<file path="config.mk">
export PLATFORM = sky130hd
export DESIGN_NAME = delimited_message_parser
export DESIGN_NICKNAME = d
export VERILOG_FILES = /design/src/sv/dmp_pkg.sv /design/src/sv/dmp_cfg_regs.sv /design/src/sv/dmp_framer.sv /design/src/sv/delimited_message_parser.sv
export SDC_FILE = /design/constraint.sdc
export NUM_CORES = 1
export LEC_CHECK = 0
export ABC_CLOCK_PERIOD_IN_PS = 2600
export BUFFER_PORTS_ARGS = -buffer_cell sky130_fd_sc_hd__buf_2
export CAP_MARGIN = 20
export CORE_MARGIN = 4
export CORE_UTILIZATION = 55
export DETAILED_ROUTE_END_ITERATION = 7
export PLACE_DENSITY = 0.85
export RECOVER_POWER = 100
export REMOVE_ABC_BUFFERS = 1
export SYNTH_ARGS = -nofsm -noshare
export SYNTH_HDL_FRONTEND = slang
export SYNTH_SLANG_ARGS = --single-unit
</file>
<file path="constraint.sdc">
create_clock -name aclk -period 2.6 [get_ports aclk]
set_clock_uncertainty 0.15 [all_clocks]
set_input_delay 0.39 -clock aclk [delete_from_list [all_inputs] [get_ports aclk]]
set_output_delay 0.39 -clock aclk [all_outputs]
set_load 0.02 [all_outputs]
</file>
<file path="src/sv/dmp_pkg.sv">
package dmp_pkg;

    // Field widths of the received character and of the result fields.
    localparam int BYTE_W     = 8;
    localparam int EVENT_W    = 3;
    localparam int TYPE_W     = 4;
    localparam int PAYLOAD_W  = 8;
    localparam int CFG_INDEX_W = 2;
    localparam int CFG_DATA_W  = 8;

    // Register indexes of the configuration write channel.
    localparam logic [CFG_INDEX_W-1:0] REG_TYPE_LIMIT    = 2'd0;
    localparam logic [CFG_INDEX_W-1:0] REG_PAYLOAD_LIMIT = 2'd1;

    // Hard caps on the section lengths, applied on top of the limit registers.
    localparam logic [TYPE_W-1:0]    MAX_TYPE_LEN    = 4'd15;
    localparam logic [PAYLOAD_W-1:0] MAX_PAYLOAD_LEN = 8'd255;

    typedef enum logic [EVENT_W-1:0] {
        EV_IGNORED      = 3'd0,
        EV_START        = 3'd1,
        EV_TYPE_CHAR    = 3'd2,
        EV_TYPE_END     = 3'd3,
        EV_PAYLOAD_CHAR = 3'd4,
        EV_COMPLETE     = 3'd5,
        EV_ABORTED      = 3'd6
    } event_t;

    typedef struct packed {
        event_t                event_res;
        logic [BYTE_W-1:0]     char_index;
        logic [BYTE_W-1:0]     char_value;
        logic                  message_done;
        logic [TYPE_W-1:0]     type_length;
        logic [PAYLOAD_W-1:0]  payload_length;
    } result_t;

    typedef struct packed {
        logic [TYPE_W-1:0]    type_limit;
        logic [PAYLOAD_W-1:0] payload_limit;
    } limits_t;

endpackage

</file>
<file path="src/sv/dmp_cfg_regs.sv">
module dmp_cfg_regs
    import dmp_pkg::*;
(
    input  logic                   aclk,
    input  logic                   aresetn,
    input  logic                   cfg_valid,
    output logic                   cfg_ready,
    input  logic [CFG_INDEX_W-1:0] cfg_index,
    input  logic [CFG_DATA_W-1:0]  cfg_data,
    output limits_t                limits
);

    localparam logic [TYPE_W-1:0]    TYPE_LIMIT_RESET    = 4'd6;
    localparam logic [PAYLOAD_W-1:0] PAYLOAD_LIMIT_RESET = 8'd100;

    limits_t limits_reg;

    assign cfg_ready = 1'b1;
    assign limits    = limits_reg;

    // Writes to indexes past the two registers are dropped.
    always_ff @(posedge aclk) begin
        if (!aresetn) begin
            limits_reg.type_limit    <= TYPE_LIMIT_RESET;
            limits_reg.payload_limit <= PAYLOAD_LIMIT_RESET;
        end else if (cfg_valid) begin
            if (cfg_index == REG_TYPE_LIMIT) begin
                limits_reg.type_limit <= cfg_data[TYPE_W-1:0];
            end else if (cfg_index == REG_PAYLOAD_LIMIT) begin
                limits_reg.payload_limit <= cfg_data[PAYLOAD_W-1:0];
            end
        end
    end

endmodule

</file>
<file path="src/sv/dmp_framer.sv">
module dmp_framer
    import dmp_pkg::*;
(
    input  logic              aclk,
    input  logic              aresetn,
    input  logic              in_valid,
    output logic              in_ready,
    input  logic [BYTE_W-1:0] in_byte,
    input  limits_t           limits,
    output logic              out_valid,
    input  logic              out_ready,
    output result_t           out_res
);

    typedef enum logic [1:0] {
        PH_HUNT    = 2'd0,
        PH_TYPE    = 2'd1,
        PH_PAYLOAD = 2'd2
    } phase_t;

    localparam logic [BYTE_W-1:0] CH_DOLLAR = 8'h24;
    localparam logic [BYTE_W-1:0] CH_COMMA  = 8'h2C;
    localparam logic [BYTE_W-1:0] CH_STAR   = 8'h2A;

    phase_t                phase_reg, phase_next;
    logic [TYPE_W-1:0]     type_count_reg, type_count_next;
    logic [PAYLOAD_W-1:0]  payload_count_reg, payload_count_next;
    logic                  out_valid_reg;
    result_t               out_res_reg, res_next;
    logic [TYPE_W-1:0]     type_lim;
    logic [PAYLOAD_W-1:0]  payload_lim;
    logic                  in_fire;

    assign type_lim    = (limits.type_limit < MAX_TYPE_LEN) ?
                         limits.type_limit : MAX_TYPE_LEN;
    assign payload_lim = (limits.payload_limit < MAX_PAYLOAD_LEN) ?
                         limits.payload_limit : MAX_PAYLOAD_LEN;

    assign in_ready  = !out_valid_reg || out_ready;
    assign in_fire   = in_valid && in_ready;
    assign out_valid = out_valid_reg;
    assign out_res   = out_res_reg;

    always_comb begin
        phase_next         = phase_reg;
        type_count_next    = type_count_reg;
        payload_count_next = payload_count_reg;
        res_next           = '0;
        res_next.event_res = EV_IGNORED;

        unique case (phase_reg)
            PH_TYPE: begin
                // A comma is taken even when the type is already full.
                if (in_byte == CH_COMMA) begin
                    phase_next         = PH_PAYLOAD;
                    payload_count_next = '0;
                    res_next.event_res = EV_TYPE_END;
                end else if (type_count_reg >= type_lim) begin
                    phase_next         = PH_HUNT;
                    type_count_next    = '0;
                    res_next.event_res = EV_ABORTED;
                end else if (in_byte == CH_STAR) begin
                    phase_next            = PH_HUNT;
                    res_next.event_res    = EV_COMPLETE;
                    res_next.message_done = 1'b1;
                    res_next.type_length  = type_count_reg;
                end else begin
                    res_next.event_res  = EV_TYPE_CHAR;
                    res_next.char_index = BYTE_W'(type_count_reg);
                    res_next.char_value = in_byte;
                    type_count_next     = type_count_reg + 1'b1;
                end
            end
            PH_PAYLOAD: begin
                // The closing star wins over the length check.
                if (in_byte == CH_STAR) begin
                    phase_next              = PH_HUNT;
                    res_next.event_res      = EV_COMPLETE;
                    res_next.message_done   = 1'b1;
                    res_next.type_length    = type_count_reg;
                    res_next.payload_length = payload_count_reg;
                end else if (payload_count_reg >= payload_lim) begin
                    phase_next         = PH_HUNT;
                    payload_count_next = '0;
                    res_next.event_res = EV_ABORTED;
                end else begin
                    res_next.event_res  = EV_PAYLOAD_CHAR;
                    res_next.char_index = BYTE_W'(payload_count_reg);
                    res_next.char_value = in_byte;
                    payload_count_next  = payload_count_reg + 1'b1;
                end
            end
            default: begin
                phase_next = PH_HUNT;
                if (in_byte == CH_DOLLAR) begin
                    phase_next         = PH_TYPE;
                    type_count_next    = '0;
                    res_next.event_res = EV_START;
                end
            end
        endcase
    end

    always_ff @(posedge aclk) begin
        if (!aresetn) begin
            phase_reg         <= PH_HUNT;
            type_count_reg    <= '0;
            payload_count_reg <= '0;
            out_valid_reg     <= 1'b0;
        end else if (in_fire) begin
            phase_reg         <= phase_next;
            type_count_reg    <= type_count_next;
            payload_count_reg <= payload_count_next;
            out_res_reg       <= res_next;
            out_valid_reg     <= 1'b1;
        end else if (out_ready) begin
            out_valid_reg <= 1'b0;
        end
    end

endmodule

</file>
<file path="src/sv/delimited_message_parser.sv">
// Frames messages of the form $TYPE,PAYLOAD* from a stream of received
// characters, one character per transfer on the s_ side, and returns exactly
// one result transfer on the m_ side for every character taken. The result
// carries an event code in m_tuser (ignored, start, type character, type end,
// payload character, complete, aborted), the character and its position for
// type and payload characters so that a downstream store can capture them,
// and on the closing '*' a completion flag on m_tlast together with the type
// and payload lengths. A type or payload that grows past its limit aborts the
// message and the parser goes back to hunting for '$'. The block takes one
// character per clock cycle, sustained, while the m_ side accepts its results; a
// character is held in the input register after its transfer, and the parse logic
// then loads its result into the result register, from which the result transfer
// takes place. The limits are written through the cfg_ port (index 0: type limit,
// index 1: payload limit); the user must write them only while no character is in
// flight, which the block itself does not enforce.
module delimited_message_parser
    import dmp_pkg::*;
(
    input  logic                   aclk,
    input  logic                   aresetn,
    // Received characters.
    input  logic                   s_tvalid,
    output logic                   s_tready,
    input  logic [7:0]             s_tdata,   // [7:0] rx_byte
    // Parse results.
    output logic                   m_tvalid,
    input  logic                   m_tready,
    output logic [31:0]            m_tdata,   // [7:0] char_index, [15:8] char_value,
                                              // [19:16] type_length,
                                              // [27:20] payload_length, [31:28] zero
    output logic                   m_tlast,   // message_done
    output logic [2:0]             m_tuser,   // [2:0] event_res
    // Configuration writes.
    input  logic                   cfg_valid,
    output logic                   cfg_ready,
    input  logic [CFG_INDEX_W-1:0] cfg_index,
    input  logic [CFG_DATA_W-1:0]  cfg_data
);

    limits_t           limits;
    logic              in_valid_reg;
    logic [BYTE_W-1:0] in_byte_reg;
    logic              framer_ready;
    result_t           res;

    dmp_cfg_regs u_cfg_regs (
        .aclk      (aclk),
        .aresetn   (aresetn),
        .cfg_valid (cfg_valid),
        .cfg_ready (cfg_ready),
        .cfg_index (cfg_index),
        .cfg_data  (cfg_data),
        .limits    (limits)
    );

    // The input register holds one character. It refills in the same cycle
    // that the framer consumes it, so a stream of back-to-back transfers
    // flows through without bubbles.
    assign s_tready = !in_valid_reg || framer_ready;

    always_ff @(posedge aclk) begin
        if (!aresetn) begin
            in_valid_reg <= 1'b0;
        end else if (s_tvalid && s_tready) begin
            in_valid_reg <= 1'b1;
            in_byte_reg  <= s_tdata;
        end else if (framer_ready) begin
            in_valid_reg <= 1'b0;
        end
    end

    // The framer keeps the parse phase and both counters, and owns the
    // result register. It advances on a character whenever the result
    // register is empty or is being emptied in the same cycle.
    dmp_framer u_framer (
        .aclk      (aclk),
        .aresetn   (aresetn),
        .in_valid  (in_valid_reg),
        .in_ready  (framer_ready),
        .in_byte   (in_byte_reg),
        .limits    (limits),
        .out_valid (m_tvalid),
        .out_ready (m_tready),
        .out_res   (res)
    );

    // Pack the result fields onto the stream ports.
    assign m_tdata = {4'd0, res.payload_length, res.type_length,
                      res.char_value, res.char_index};
    assign m_tlast = res.message_done;
    assign m_tuser = res.event_res;

endmodule

</file>
==> out/metrics.csv <==
metric,value,unit
status,"finished, final reports clean",
peakVddDrop,0.440,mV
power.density,618,mW/mm2
antenna_left,0,
vias,2538,
dr.first_iter.drc_count,340,
drive_gt1_share,16.1,%
wl_met3,629,um
portBuffers,56,
ys_seq_area_share,52.2,%
num_rows,28,
cts_tree,yes,
syn_avg_cell_area,11.2,um2
cts_buffer_depth,2,
diodes,0,
hold_buffers,0,
hpwl,5030,um
crit_chain,"ha_1, a211oi_2, o21ai_2, a2111oi_4, clkbuf_2, a22oi_1, nor2_1",
die_h,86.3,um
async_reset_ff_share,0,%
drc_errors,0,
required,2.65,ns
clock-sinks,68,
clk_latency,0.35,ns
routed-wl-met2,3260,um
ys.flop_type,edfxtp_1,
postCtsSetupBuffers,0,
dieArea,0.00745,mm2
yosysWarnings,0,
highest_layer,met4,
core_area,0.00592,mm2
wl,6940,um
finalCritPeriodShare,92.3,%
antenna_found_initial,0,
vias_per_cell,5.74,
cts_buffers,9,
slew_viol_final,0,
cp-end-kind,register,
wl_per_cell,15.7,um
grt_pass1_vias,2414,
worstHoldPathType,input port to register,
drv_cap,0,
post-place-ws,0.341,ns
die-width,86.3,um
relSlewSlack,42.7,%
largest_reg_flops,32,
final.setup.tns,0,ns
cts_resized,0,
clk_pin_slew,0.07,ns
tightest_slew,0.858,ns
htree_levels,3,
syn_inst,302,
worstSetupStartpointType,register,
grtUsageTotal,19.3,%
setup_viol,0,
io_pins,62,
syn2layout_area_growth,16.5,%
grt_pass1_wl,11400,um
synthesis.area,0.00337,mm2
initial_core_util,57.0,%
hold_slack,0.0691,ns
met1_length,2950,um
critPathKind,register to register,
arrival,2.45,ns
total_leakage_power,1.50,nW
path_max_fanout,9,
rsz0062_at_grt,no,
cpPeakStageDelay,0.51,ns
finalHoldViolations,0,
synth_cell_types,53,
finalCriticalPeriod,2.40,ns
grt_max_degree,33,
timing.final.ws_setup,0.200,ns
ys_ff_latch,68,
synth-edff-count,40,
cpMaxStageDelayCell,dfxtp_1,
place_congestion,0.928,
final_nets,401,
fmax,417,MHz
cts_root_buf,clkbuf_8,
first_pass_iters,4,
grt-ovfl-total,0,
## synth_stat cells (3+ instances only)
cell	number	area [um2]
o21a_1	3	22.5
nor2_1	7	26.3
nand3_1	8	40.0
and3b_2	3	30.0
o21ai_0	7	35.0
nand4_1	8	50.1
nand4b_1	4	35.0
and3_1	18	113
dfxtp_1	28	561
ha_1	16	200
inv_1	17	63.8
o21ai_1	3	15.0
nor2b_1	12	75.1
and2_1	11	68.8
or3b_2	3	26.3
a21oi_1	10	50.1
a22oi_1	4	30.0
buf_4	5	37.5
nand3b_1	5	37.5
mux2i_1	8	80.1
o221ai_1	4	35.0
clkbuf_1	11	41.3
nand2_1	22	82.6
o211ai_1	8	60.1
nand2b_1	4	25.0
edfxtp_1	40	1200
## worst paths after layout
check / depth (start not counted) / end / slack (ns) / startpoint
worst max register to register: 7 / u_framer.out_res[23] / 0.20 / u_framer.payload_count_reg[2]
worst min register to register: 2 / u_framer.phase_reg[0] / 0.35 / u_framer.phase_reg[0]
worst max-delay path: 7 / u_framer.out_res[23] / 0.20 / u_framer.payload_count_reg[2]
worst min-delay path: 1 / in_byte_reg[6] / 0.07 / s_tdata[6]
## per-stage QoR
stage | cells | cell area, um2 | util (%) | total power, W
CTS | 442 | 3990 | 67.4 | 0.00245
floorplan | 288 | 3300 | - | 0.00127
global placement | 426 | 3730 | 63.0 | 0.00133
finish | 442 | 3930 | 66.4 | 0.00243
global route | 442 | 3930 | 66.4 | 0.00251
detailed placement | 426 | 3730 | 63.0 | 0.00133
## layout make-up
type / instances / area, um2
tap: 75 / 93.8
fill: 454 / 1990
clock buffer: 9 / 124
inverter: 17 / 63.8
clock inverter: 7 / 139
timing repair buffer: 63 / 280
multi-input combinational: 203 / 1470
sequential: 68 / 1760
## kinds of logic after synthesis
group / Yosys count / synth area share (%)
simple gates: 117 / 21.6
flops: 68 / 52.2
compound gates: 57 / 13.3
buf+inv: 34 / 4.38
fa+ha+maj: 16 / 5.93
mux: 8 / 2.37
other cells: 2 / 0.223
## critical path: cells and delay by family, from the launching register on
family | cells | cell delay (ns)
buffers and inverters | 1 | 0.30
AO/OA/AOI/OAI | 4 | 0.87
adder cells (fa/ha/maj) | 1 | 0.32
flip-flops | 1 | 0.51
AND/OR/NAND/NOR | 1 | 0.12
## power by group
group          internal, W  switching, W  total [W]
logic            0.0000416     0.0000823   0.000124
clock network     0.000732      0.000397    0.00113
registers          0.00116     0.0000130    0.00118
total              0.00194      0.000492    0.00243
## routing by layer
metal / vias up / GRT usage [%]
li1: 1229 / -
met1: 1182 / 25.4
met2: 116 / 30.8
met3: 11 / 4.85
met4: 0 / 7.51
met5: - / 0
## placed cells by master (no fill, tap or decap), types with 9 or more instances in the layout
cell type	Yosys	routed
dfxtp_1	28	28
a21oi_1	10	10
ha_1	16	16
buf_2	1	21
o21ai_0	7	9
and3_1	18	18
clkbuf_1	11	36
nand2_1	22	23
edfxtp_1	40	40
clkbuf_8	0	9
inv_1	17	17
nor2b_1	12	12
Power figures use the tool's default switching activity.
